### src/strg_pkg.sv
// shared types, constants and the seeding permutation of the subtractive generator
// no dependencies; used by every module of the block by scoped names
`timescale 1ns / 1ps
`default_nettype none

package strg_pkg;

    localparam int ADDR_W    = 6;
    localparam int DATA_W    = 8;
    localparam int TABLE_LEN = 54;

    localparam logic [ADDR_W-1:0] TBL_END  = ADDR_W'(TABLE_LEN);
    localparam logic [ADDR_W-1:0] TBL_LAST = ADDR_W'(TABLE_LEN - 1);

    // entries touched by the table update
    localparam logic [ADDR_W-1:0] IDX_HEAD = 6'h00;
    localparam logic [ADDR_W-1:0] IDX_A    = 6'h1F;
    localparam logic [ADDR_W-1:0] IDX_B    = 6'h18;

    localparam logic [ADDR_W-1:0] STIR_A_LAST = 6'h17;   // 24 passes
    localparam logic [ADDR_W-1:0] STIR_B_LAST = 6'h1E;   // 31 passes

    localparam logic [1:0] STIR_ROUNDS = 2'd3;

    localparam logic [DATA_W-1:0] DEFAULT_MOD = 8'd251;

    // request codes
    localparam logic [1:0] REQ_SEED  = 2'd0;
    localparam logic [1:0] REQ_NEXT  = 2'd1;
    localparam logic [1:0] REQ_RANGE = 2'd2;

    // configuration register word indexes
    localparam logic REG_MODULUS = 1'b0;

    localparam logic [ADDR_W-1:0] FILL_ORDER [TABLE_LEN] = '{
        6'h14, 6'h29, 6'h07, 6'h1C, 6'h31, 6'h0F, 6'h24, 6'h02, 6'h17,
        6'h2C, 6'h0A, 6'h1F, 6'h34, 6'h12, 6'h27, 6'h05, 6'h1A, 6'h2F,
        6'h0D, 6'h22, 6'h00, 6'h15, 6'h2A, 6'h08, 6'h1D, 6'h32, 6'h10,
        6'h25, 6'h03, 6'h18, 6'h2D, 6'h0B, 6'h20, 6'h35, 6'h13, 6'h28,
        6'h06, 6'h1B, 6'h30, 6'h0E, 6'h23, 6'h01, 6'h16, 6'h2B, 6'h09,
        6'h1E, 6'h33, 6'h11, 6'h26, 6'h04, 6'h19, 6'h2E, 6'h0C, 6'h21
    };

    typedef enum logic [3:0] {
        S_IDLE,
        S_MOD,
        S_FILL,
        S_ST_A31,
        S_ST_A0,
        S_ST_L0,
        S_ST_P1,
        S_ST_W0,
        S_ST_L24,
        S_ST_P2,
        S_ST_W24,
        S_DRAW,
        S_DRAW_D,
        S_MUL,
        S_RND,
        S_DONE
    } t_state;

    typedef struct packed {
        logic [1:0]        req_type;
        logic [DATA_W-1:0] seed_byte;
        logic [DATA_W-1:0] range_max;
    } t_job;

    typedef struct packed {
        logic              idle;
        logic              done;
        logic [DATA_W-1:0] result;
    } t_seq_stat;

    typedef struct packed {
        logic              we;
        logic [ADDR_W-1:0] waddr;
        logic [DATA_W-1:0] wdata;
        logic [ADDR_W-1:0] raddr;
    } t_ram_req;

endpackage

`default_nettype wire

### src/subtractive_table_random_generator_unit.sv
// subtractive table random generator, one request in flight: the next input transfer waits
// until the previous result has left the sequencer for the output register; a range
// request adds a multiply and a rounding step to a plain draw
// a draw that runs past entry 53 first runs a table update (24 + 31 passes of the shared
// subtract unit plus reads and writes) and one more pointer check
// seeding reduces the seed by repeated subtraction, fills 54 entries and runs three
// updates; sync active-low reset clears modulus and read pointer, table reads 0
`timescale 1ns / 1ps
`default_nettype none

module subtractive_table_random_generator_unit (
    input  wire logic        i_clk,
    input  wire logic        i_rst_n,

    // input channel
    input  wire logic        i_valid,
    output logic             o_ready,
    input  wire logic [1:0]  i_req_type,
    input  wire logic [7:0]  i_seed_byte,
    input  wire logic [7:0]  i_range_max,

    // output channel
    output logic             o_valid,
    input  wire logic        i_ready,
    output logic [7:0]       o_value,

    // configuration port
    input  wire logic        psel,
    input  wire logic        penable,
    input  wire logic        pwrite,
    input  wire logic [2:0]  paddr,
    input  wire logic [31:0] pwdata,
    output logic [31:0]      prdata,
    output logic             pready
);

    logic [strg_pkg::DATA_W-1:0] r_modulus;
    logic                        r_out_valid;
    logic [strg_pkg::DATA_W-1:0] r_value;

    strg_pkg::t_job      job;
    strg_pkg::t_seq_stat stat;
    logic                in_xfer;
    logic                take;
    logic                cfg_wr;

    // configuration write completes in the access phase; pready is tied high
    assign pready = 1'b1;
    assign cfg_wr = psel && penable && pwrite;

    always_ff @(posedge i_clk) begin
        if (!i_rst_n) begin
            r_modulus <= '0;
        end else if (cfg_wr && (paddr[2] == strg_pkg::REG_MODULUS)) begin
            r_modulus <= pwdata[strg_pkg::DATA_W-1:0];
        end
    end

    // readback of the modulus register, zero elsewhere
    always_comb begin
        prdata = '0;
        if (paddr[2] == strg_pkg::REG_MODULUS) begin
            prdata = {24'd0, r_modulus};
        end
    end

    // input transfer starts the sequencer, which is ready only when idle
    assign o_ready       = stat.idle;
    assign in_xfer       = i_valid && o_ready;
    assign job.req_type  = i_req_type;
    assign job.seed_byte = i_seed_byte;
    assign job.range_max = i_range_max;

    strg_seq u_seq (
        .i_clk     (i_clk),
        .i_rst_n   (i_rst_n),
        .i_start   (in_xfer),
        .i_job     (job),
        .i_ack     (take),
        .i_modulus (r_modulus),
        .o_stat    (stat)
    );

    // output register: a finished result moves in whenever the slot is free or draining,
    // so the sequencer returns to idle while the previous result still waits downstream
    assign take = stat.done && (!r_out_valid || i_ready);

    always_ff @(posedge i_clk) begin
        if (!i_rst_n) begin
            r_out_valid <= 1'b0;
        end else if (take) begin
            r_out_valid <= 1'b1;
        end else if (i_ready) begin
            r_out_valid <= 1'b0;
        end
    end

    always_ff @(posedge i_clk) begin
        if (take) begin
            r_value <= stat.result;
        end
    end

    assign o_valid = r_out_valid;
    assign o_value = r_value;

    // an accepted request always leaves the idle state
    a_busy_after_xfer: assert property (@(posedge i_clk) disable iff (!i_rst_n)
        in_xfer |=> !o_ready)
        else $error("sequencer still ready after an input transfer");

    // a handed-over result shows up at the output in the next cycle
    a_take_fills_out: assert property (@(posedge i_clk) disable iff (!i_rst_n)
        take |=> (o_valid && (o_value == $past(stat.result))))
        else $error("handed-over result missing at the output");

    // a finished result is held in the sequencer while the output is blocked
    a_done_held: assert property (@(posedge i_clk) disable iff (!i_rst_n)
        (stat.done && !take) |=> (stat.done && $stable(stat.result)))
        else $error("finished result lost while output blocked");

endmodule

`default_nettype wire

### src/strg_sub_unit.sv
// shared modular subtract unit: (a - b) with one conditional add of the modulus
// depends on strg_pkg for the data width
`timescale 1ns / 1ps
`default_nettype none

module strg_sub_unit (
    input  wire logic [strg_pkg::DATA_W-1:0] i_a,
    input  wire logic [strg_pkg::DATA_W-1:0] i_b,
    input  wire logic [strg_pkg::DATA_W-1:0] i_m,
    output logic      [strg_pkg::DATA_W-1:0] o_diff,
    output logic                             o_borrow
);

    logic [strg_pkg::DATA_W-1:0] raw;

    always_comb begin
        o_borrow = (i_a < i_b);
        raw      = i_a - i_b;
        o_diff   = o_borrow ? (raw + i_m) : raw;
    end

endmodule

`default_nettype wire

### src/strg_table_ram.sv
// 54 x 8 value table, one write port and one registered read port
// depends on strg_pkg for widths and the request struct
`timescale 1ns / 1ps
`default_nettype none

module strg_table_ram (
    input  wire logic                             i_clk,
    input  wire strg_pkg::t_ram_req               i_req,
    output logic      [strg_pkg::DATA_W-1:0]      o_rdata
);

    logic [strg_pkg::DATA_W-1:0] r_mem [strg_pkg::TABLE_LEN];

    always_ff @(posedge i_clk) begin
        if (i_req.we) begin
            r_mem[i_req.waddr] <= i_req.wdata;
        end
        o_rdata <= r_mem[i_req.raddr];
    end

endmodule

`default_nettype wire

### src/strg_seq.sv
// sequencer and datapath: seeding, table update, draw and range mapping
// depends on strg_pkg, strg_sub_unit and strg_table_ram
`timescale 1ns / 1ps
`default_nettype none

module strg_seq (
    input  wire logic                        i_clk,
    input  wire logic                        i_rst_n,
    input  wire logic                        i_start,
    input  wire strg_pkg::t_job              i_job,
    input  wire logic                        i_ack,
    input  wire logic [strg_pkg::DATA_W-1:0] i_modulus,
    output strg_pkg::t_seq_stat              o_stat
);

    strg_pkg::t_state r_state, n_state;
    strg_pkg::t_job   r_job, n_job;

    logic [strg_pkg::ADDR_W-1:0] r_ptr, n_ptr;
    logic [strg_pkg::ADDR_W-1:0] r_cnt, n_cnt;
    logic [1:0]                  r_stirs, n_stirs;
    logic                        r_wrap, n_wrap;
    logic                        r_filled, n_filled;

    logic [strg_pkg::DATA_W-1:0] r_rs, n_rs;
    logic [strg_pkg::DATA_W-1:0] r_e, n_e;
    logic [strg_pkg::DATA_W-1:0] r_acc, n_acc;
    logic [strg_pkg::DATA_W-1:0] r_b, n_b;
    logic [strg_pkg::DATA_W-1:0] r_draw, n_draw;
    logic [strg_pkg::DATA_W-1:0] r_result, n_result;
    logic [2*strg_pkg::DATA_W-1:0] r_prod, n_prod;

    logic [strg_pkg::DATA_W-1:0] eff_m;
    logic [strg_pkg::DATA_W-1:0] sub_a, sub_b, sub_diff;
    logic                        sub_borrow;
    logic [strg_pkg::DATA_W-1:0] ram_rdata, rd;
    logic [strg_pkg::DATA_W-1:0] k_rot;
    logic [strg_pkg::DATA_W:0]   rnd;
    strg_pkg::t_ram_req          ram_req;

    assign eff_m = (i_modulus == '0) ? strg_pkg::DEFAULT_MOD : i_modulus;
    // entries never written since reset read as zero
    assign rd    = r_filled ? ram_rdata : '0;
    assign k_rot = {r_job.range_max[strg_pkg::DATA_W-2:0], r_job.range_max[strg_pkg::DATA_W-1]};
    assign rnd   = {1'b0, r_prod[2*strg_pkg::DATA_W-1:strg_pkg::DATA_W]} + 9'd1;

    strg_sub_unit u_sub (
        .i_a      (sub_a),
        .i_b      (sub_b),
        .i_m      (eff_m),
        .o_diff   (sub_diff),
        .o_borrow (sub_borrow)
    );

    strg_table_ram u_ram (
        .i_clk   (i_clk),
        .i_req   (ram_req),
        .o_rdata (ram_rdata)
    );

    always_ff @(posedge i_clk) begin
        if (!i_rst_n) begin
            r_state  <= strg_pkg::S_IDLE;
            r_ptr    <= '0;
            r_cnt    <= '0;
            r_stirs  <= '0;
            r_wrap   <= 1'b0;
            r_filled <= 1'b0;
        end else begin
            r_state  <= n_state;
            r_ptr    <= n_ptr;
            r_cnt    <= n_cnt;
            r_stirs  <= n_stirs;
            r_wrap   <= n_wrap;
            r_filled <= n_filled;
        end
    end

    always_ff @(posedge i_clk) begin
        r_job    <= n_job;
        r_rs     <= n_rs;
        r_e      <= n_e;
        r_acc    <= n_acc;
        r_b      <= n_b;
        r_draw   <= n_draw;
        r_result <= n_result;
        r_prod   <= n_prod;
    end

    always_comb begin
        n_state  = r_state;
        n_job    = r_job;
        n_ptr    = r_ptr;
        n_cnt    = r_cnt;
        n_stirs  = r_stirs;
        n_wrap   = r_wrap;
        n_filled = r_filled;
        n_rs     = r_rs;
        n_e      = r_e;
        n_acc    = r_acc;
        n_b      = r_b;
        n_draw   = r_draw;
        n_result = r_result;
        n_prod   = r_prod;

        sub_a = r_acc;
        sub_b = r_b;

        ram_req       = '0;
        ram_req.raddr = r_ptr;

        case (r_state)
            strg_pkg::S_IDLE: begin
                if (i_start) begin
                    n_job = i_job;
                    case (i_job.req_type)
                        strg_pkg::REQ_SEED: begin
                            n_rs    = i_job.seed_byte;
                            n_state = strg_pkg::S_MOD;
                        end
                        strg_pkg::REQ_NEXT,
                        strg_pkg::REQ_RANGE: begin
                            n_state = strg_pkg::S_DRAW;
                        end
                        default: begin
                            n_result = '0;
                            n_state  = strg_pkg::S_DONE;
                        end
                    endcase
                end
            end

            // seed reduction by repeated subtraction
            strg_pkg::S_MOD: begin
                sub_a = r_rs;
                sub_b = eff_m;
                if (!sub_borrow) begin
                    n_rs = sub_diff;
                end else begin
                    n_e     = 8'd1;
                    n_cnt   = '0;
                    n_state = strg_pkg::S_FILL;
                end
            end

            strg_pkg::S_FILL: begin
                sub_a         = r_rs;
                sub_b         = r_e;
                ram_req.we    = 1'b1;
                ram_req.waddr = strg_pkg::FILL_ORDER[r_cnt];
                ram_req.wdata = r_e;
                n_e           = sub_diff;
                n_rs          = r_e;
                if (r_cnt == strg_pkg::TBL_LAST) begin
                    n_filled = 1'b1;
                    n_stirs  = strg_pkg::STIR_ROUNDS;
                    n_wrap   = 1'b0;
                    n_state  = strg_pkg::S_ST_A31;
                end else begin
                    n_cnt = r_cnt + 6'd1;
                end
            end

            strg_pkg::S_ST_A31: begin
                ram_req.raddr = strg_pkg::IDX_A;
                n_state       = strg_pkg::S_ST_A0;
            end

            strg_pkg::S_ST_A0: begin
                ram_req.raddr = strg_pkg::IDX_HEAD;
                n_b           = rd;
                n_state       = strg_pkg::S_ST_L0;
            end

            strg_pkg::S_ST_L0: begin
                n_acc   = rd;
                n_cnt   = '0;
                n_state = strg_pkg::S_ST_P1;
            end

            strg_pkg::S_ST_P1: begin
                n_acc = sub_diff;
                if (r_cnt == strg_pkg::STIR_A_LAST) begin
                    n_state = strg_pkg::S_ST_W0;
                end else begin
                    n_cnt = r_cnt + 6'd1;
                end
            end

            strg_pkg::S_ST_W0: begin
                ram_req.we    = 1'b1;
                ram_req.waddr = strg_pkg::IDX_HEAD;
                ram_req.wdata = r_acc;
                ram_req.raddr = strg_pkg::IDX_B;
                n_b           = r_acc;
                n_state       = strg_pkg::S_ST_L24;
            end

            strg_pkg::S_ST_L24: begin
                n_acc   = rd;
                n_cnt   = '0;
                n_state = strg_pkg::S_ST_P2;
            end

            strg_pkg::S_ST_P2: begin
                n_acc = sub_diff;
                if (r_cnt == strg_pkg::STIR_B_LAST) begin
                    n_state = strg_pkg::S_ST_W24;
                end else begin
                    n_cnt = r_cnt + 6'd1;
                end
            end

            strg_pkg::S_ST_W24: begin
                ram_req.we    = 1'b1;
                ram_req.waddr = strg_pkg::IDX_B;
                ram_req.wdata = r_acc;
                n_stirs       = r_stirs - 2'd1;
                if (r_stirs == 2'd1) begin
                    n_state = strg_pkg::S_DRAW;
                end else begin
                    n_state = strg_pkg::S_ST_A31;
                end
            end

            // after a wrap entry 0 is read with the pointer left at zero
            strg_pkg::S_DRAW: begin
                if (r_wrap) begin
                    ram_req.raddr = strg_pkg::IDX_HEAD;
                    n_wrap        = 1'b0;
                    n_state       = strg_pkg::S_DRAW_D;
                end else if (r_ptr >= strg_pkg::TBL_END) begin
                    n_ptr   = '0;
                    n_wrap  = 1'b1;
                    n_stirs = 2'd1;
                    n_state = strg_pkg::S_ST_A31;
                end else begin
                    ram_req.raddr = r_ptr;
                    n_ptr         = r_ptr + 6'd1;
                    n_state       = strg_pkg::S_DRAW_D;
                end
            end

            strg_pkg::S_DRAW_D: begin
                if (r_job.req_type == strg_pkg::REQ_RANGE) begin
                    n_draw  = rd;
                    n_state = strg_pkg::S_MUL;
                end else begin
                    n_result = rd;
                    n_state  = strg_pkg::S_DONE;
                end
            end

            strg_pkg::S_MUL: begin
                n_prod  = 16'(r_draw) * 16'(k_rot);
                n_state = strg_pkg::S_RND;
            end

            strg_pkg::S_RND: begin
                n_result = rnd[strg_pkg::DATA_W:1];
                n_state  = strg_pkg::S_DONE;
            end

            strg_pkg::S_DONE: begin
                if (i_ack) begin
                    n_state = strg_pkg::S_IDLE;
                end
            end

            default: begin
                n_state = strg_pkg::S_IDLE;
            end
        endcase
    end

    assign o_stat.idle   = (r_state == strg_pkg::S_IDLE);
    assign o_stat.done   = (r_state == strg_pkg::S_DONE);
    assign o_stat.result = r_result;

endmodule

`default_nettype wire

### config.mk
export PLATFORM = sky130hd
export DESIGN_NAME = subtractive_table_random_generator_unit
export DESIGN_NICKNAME = d
export VERILOG_FILES = /design/src/strg_pkg.sv /design/src/subtractive_table_random_generator_unit.sv /design/src/strg_sub_unit.sv /design/src/strg_table_ram.sv /design/src/strg_seq.sv
export SDC_FILE = /design/constraint.sdc
export NUM_CORES = 1
export LEC_CHECK = 0
export ABC_CLOCK_PERIOD_IN_PS = 7400
export BUFFER_PORTS_ARGS = -buffer_cell sky130_fd_sc_hd__buf_2
export CAP_MARGIN = 25
export CORE_MARGIN = 10
export CORE_UTILIZATION = 58
export DETAILED_ROUTE_END_ITERATION = 7
export PLACE_DENSITY = 0.8
export SLEW_MARGIN = 20
export SYNTH_ARGS = -nofsm -noshare
export SYNTH_HDL_FRONTEND = slang
export SYNTH_SLANG_ARGS = --single-unit
### constraint.sdc
create_clock -name i_clk -period 7.4 [get_ports i_clk]
set_input_delay 0.37 -clock i_clk [delete_from_list [all_inputs] [get_ports i_clk]]
set_output_delay 0.37 -clock i_clk [all_outputs]
set_load 0.005 [all_outputs]
==> impl_metrics.json <==
{
  "grt_pass1_wl_um": 97700,
  "switching_share_pct": 39.2,
  "setup_violations": 0,
  "ys_ff_latch": 543,
  "hold_class": "input port to flop",
  "design_power_total_mw": 12.9,
  "seq_area_frac_synth_pct": 61.9,
  "yosys_warnings": 0,
  "dpl_worst_slack_ps": 1990,
  "insertedDiodeCount": 0,
  "vias": 17700,
  "seq_power_share_pct": 32.0,
  "drc": 0,
  "grt_remaining_overflow": 0,
  "slew_violations": 0,
  "wl_um": 63100,
  "grt_max_degree": 76,
  "clockRootBuffer": "clkbuf_16",
  "power.density_nw_per_um2": 452,
  "worst-endpoint-required_ps": 7730,
  "syn_area_um2": 25700,
  "fin_worst_skew_ps": 18.3,
  "fmax_mhz": 181,
  "nNetsFinal": 2341,
  "p_leak_nw": 10.2,
  "critical_path_class": "flop to flop",
  "clock-sinks": 543,
  "combinationalPowerShare_pct": 45.8,
  "gp_congestion": 0.894,
  "die_h_um": 231,
  "timing.rr.start": "u_seq.r_state[1]$_SDFFE_PN0P_",
  "setup_tns_ps": 0,
  "cts.clk_slew.worst_paths_ps": 60,
  "layout_commonest_cell": "edfxtp_1",
  "post-dp-hpwl_um": 39800,
  "drt_iter0_drc": 2587,
  "dieWidth_um": 231,
  "avgSynthCellArea_um2": 11.9,
  "worstMarginPinSlew_ps": 1020,
  "final_cell_mix": "edfxtp_1, nand2_1, nor2_1",
  "htreeDepth": 2,
  "clk-insertion-delay-late_ps": 610,
  "drive_above_1_share_pct": 9.51,
  "post-route-min-period_ps": 5540,
  "reg2reg_slack_ps": 1860,
  "rows": 77,
  "timing.final.crit_share_pct": 74.9,
  "wl_per_cell_um": 22.4,
  "ys_types": 71,
  "r2r_cells": 19,
  "via_per_inst": 6.27,
  "drtAntennaViolNets": 0,
  "hold_viol_final": 0,
  "initial_core_util_pct": 58.5,
  "switchingPower_mw": 5.04,
  "relSlewSlack_pct": 31.8,
  "drt-pass1-iter-count": 8,
  "dominantRegCellSynth": "edfxtp_1",
  "core_area_um2": 44000,
  "crit_start": "u_seq.r_state[1]$_SDFFE_PN0P_",
  "dieArea_um2": 53200,
  "async_reset_ff_share_pct": 0,
  "crit_path_end": "u_seq.r_rs[7]$_DFFE_PP_",
  "cts_tree": "built",
  "grt_setup_unrepaired": "false",
  "setup_slack_ps": 1860,
  "synth_cells": 2166,
  "end_kind": "flop",
  "grt_use_total_pct": 23.3,
  "synth_edf_count": 506,
  "clkPwrFrac_pct": 22.2,
  "critPathMaxFanout": 25,
  "status": "finished, final reports clean",
  "ios": 103,
  "cts_buffers": 53,
  "cts_buffer_depth": 3,
  "grt_antenna_before_repair": 0,
  "area_growth_pct": 10.5,
  "r2r-end": "u_seq.r_rs[7]$_DFFE_PP_",
  "fillCellCount": 3156,
  "peakVddDrop_mv": 0.519,
  "cts_setup_buffers": 0,
  "cts_resized": 0,
  "arrival_ps": 5870,
  "grt_pass1_vias": 17000,
  "worstSetupStartpointType": "flop",
  "p_int_mw": 7.83,
  "port_buffers": 51,
  "cap_viol_max_count": 0
}
registers in the layout, indices dropped and copies added, names as in the netlist, 8 cells and up:
name / flops
u_seq.u_ram.r_mem: 432
o_value: 8
r_modulus: 8
u_seq.k_rot: 8
u_seq.r_acc: 8
u_seq.r_b: 8
u_seq.r_draw: 8
u_seq.r_e: 8
u_seq.r_prod: 8
u_seq.r_result: 8
u_seq.r_rs: 8
u_seq.u_ram.o_rdata: 8
synthesized netlist by cell type (all sizes together) (5+ instances only):
cell / instances / area, um^2
nor2b: 28 / 175
ha: 59 / 738
nand4: 12 / 75.1
a22o: 10 / 87.6
edfxtp: 506 / 15200
nand3: 97 / 485
nand2b: 21 / 131
a211oi: 81 / 608
dfxtp: 37 / 741
a21oi: 63 / 315
a2111oi: 7 / 61.3
and3: 82 / 513
clkbuf: 86 / 323
o22ai: 26 / 163
nand2: 357 / 1340
a311oi: 10 / 87.6
xnor2: 25 / 219
inv: 82 / 308
nor2: 114 / 428
a222oi: 7 / 70.1
fa: 37 / 741
o2111ai: 6 / 52.6
mux4: 9 / 203
nor4: 11 / 68.8
o211ai: 7 / 52.6
a31oi: 58 / 363
o21ai: 75 / 375
o31a: 6 / 52.6
mux2i: 22 / 220
or2: 6 / 37.5
xor2: 7 / 68.8
a22oi: 10 / 75.1
buf: 67 / 390
and2: 45 / 282
mux2: 7 / 78.8
nor3: 19 / 105
a21boi: 5 / 37.5
or3: 6 / 37.5
a21o: 7 / 52.6
worst min path at each step:
stage                                      from                        end  slack, ps  cells after the start
finish                                pwdata[6]  r_modulus[6]$_SDFFE_PN0P_         20                      3
global placement    u_seq.r_result[6]$_DFFE_PP_       o_value[6]$_DFFE_PP_        410                      0
global route                      i_req_type[1]  u_seq.r_job[17]$_DFFE_PP_         10                      1
detailed placement  u_seq.r_result[3]$_DFFE_PP_       o_value[3]$_DFFE_PP_        410                      0
floorplan           u_seq.r_result[0]$_DFFE_PP_       o_value[0]$_DFFE_PP_        400                      0
CTS                               i_req_type[1]  u_seq.r_job[17]$_DFFE_PP_          2                      1
kinds of logic (layout without fill, tap and decap cells):
kind of cell               Yosys count  after routing  synth area share [%]
and+or+nand+nor                    811            811                  14.7
DFF                                543            543                  61.9
AOI/OAI and AO/OA                  408            408                  10.6
buffers and inverters              236            276                  3.98
adders and majority gates           96             96                  5.74
muxes                               38             38                  1.95
xor gates and xnor gates            32             32                  1.12
other                                2             25                0.0292
per-layer routing:
layer  share of wire (%)  wire, um  up-vias  global-route usage [%]
li1                    -         -     7971                       -
met1                  39     24500     8625                    30.5
met2                  49     30900      966                    38.8
met3                 9.2      5810      134                    3.73
met4                 3.0      1920        0                    8.22
met5                   0         0        -                       0
metrics by stage:
stage / cell area, um^2 / util [%] / hold WS [ps] / cells
3_5_place_dp: 26500 / 60.1 / 412 / 2709
3_3_place_gp: 26400 / 59.9 / 409 / 2704
6_report: 28500 / 64.6 / 24.6 / 2821
4_1_cts: 28400 / 64.5 / 2.31 / 2819
2_1_floorplan: 25800 / - / 400 / 2189
5_1_grt: 28500 / 64.6 / 9.70 / 2821
cell type report:
cell class	count	area, um^2	share of cell area [%]
sequential	543	15900	56.0
multi-input combinational	1410	8950	31.4
clock buffer	66	1440	5.05
tap	592	741	2.60
timing repair buffer	94	677	2.38
clock inverter	33	412	1.45
inverter	83	312	1.09
worst max-delay path, stage by stage, from the launching register on:
cell and delay (ps):
dfxtp_1 840, xor2_2 300, nand2_1 600, a22o_1 460, a21o_1 160, ha_1 230
fa_1 460, nor2b_1 130, o21ai_0 100, a21boi_0 230, o21ai_0 130, nor2b_1 160
xnor2_1 150, ha_1 230, or3_1 310, o211ai_1 110, xnor2_1 150, nand2b_1 90
xnor2_1 300, o21ai_0 130
what timing repair did:
item                                    in CTS  in global routing
hold endpoints to repair                    11                  0
endpoints found under the setup margin       0                  0
hold buffers                                11                  0
power groups by stage:
stage | Sequential [mW] | Combinational (mW) | Clock, mW
3_3_place_gp | 4.17 | 5.50 | 0
2_1_floorplan | 4.09 | 4.19 | 0
5_1_grt | 4.14 | 6.48 | 3.00
3_5_place_dp | 4.18 | 5.74 | 0
4_1_cts | 4.11 | 5.82 | 2.87
6_report | 4.12 | 5.89 | 2.86
(Power assumes the default switching activity.)
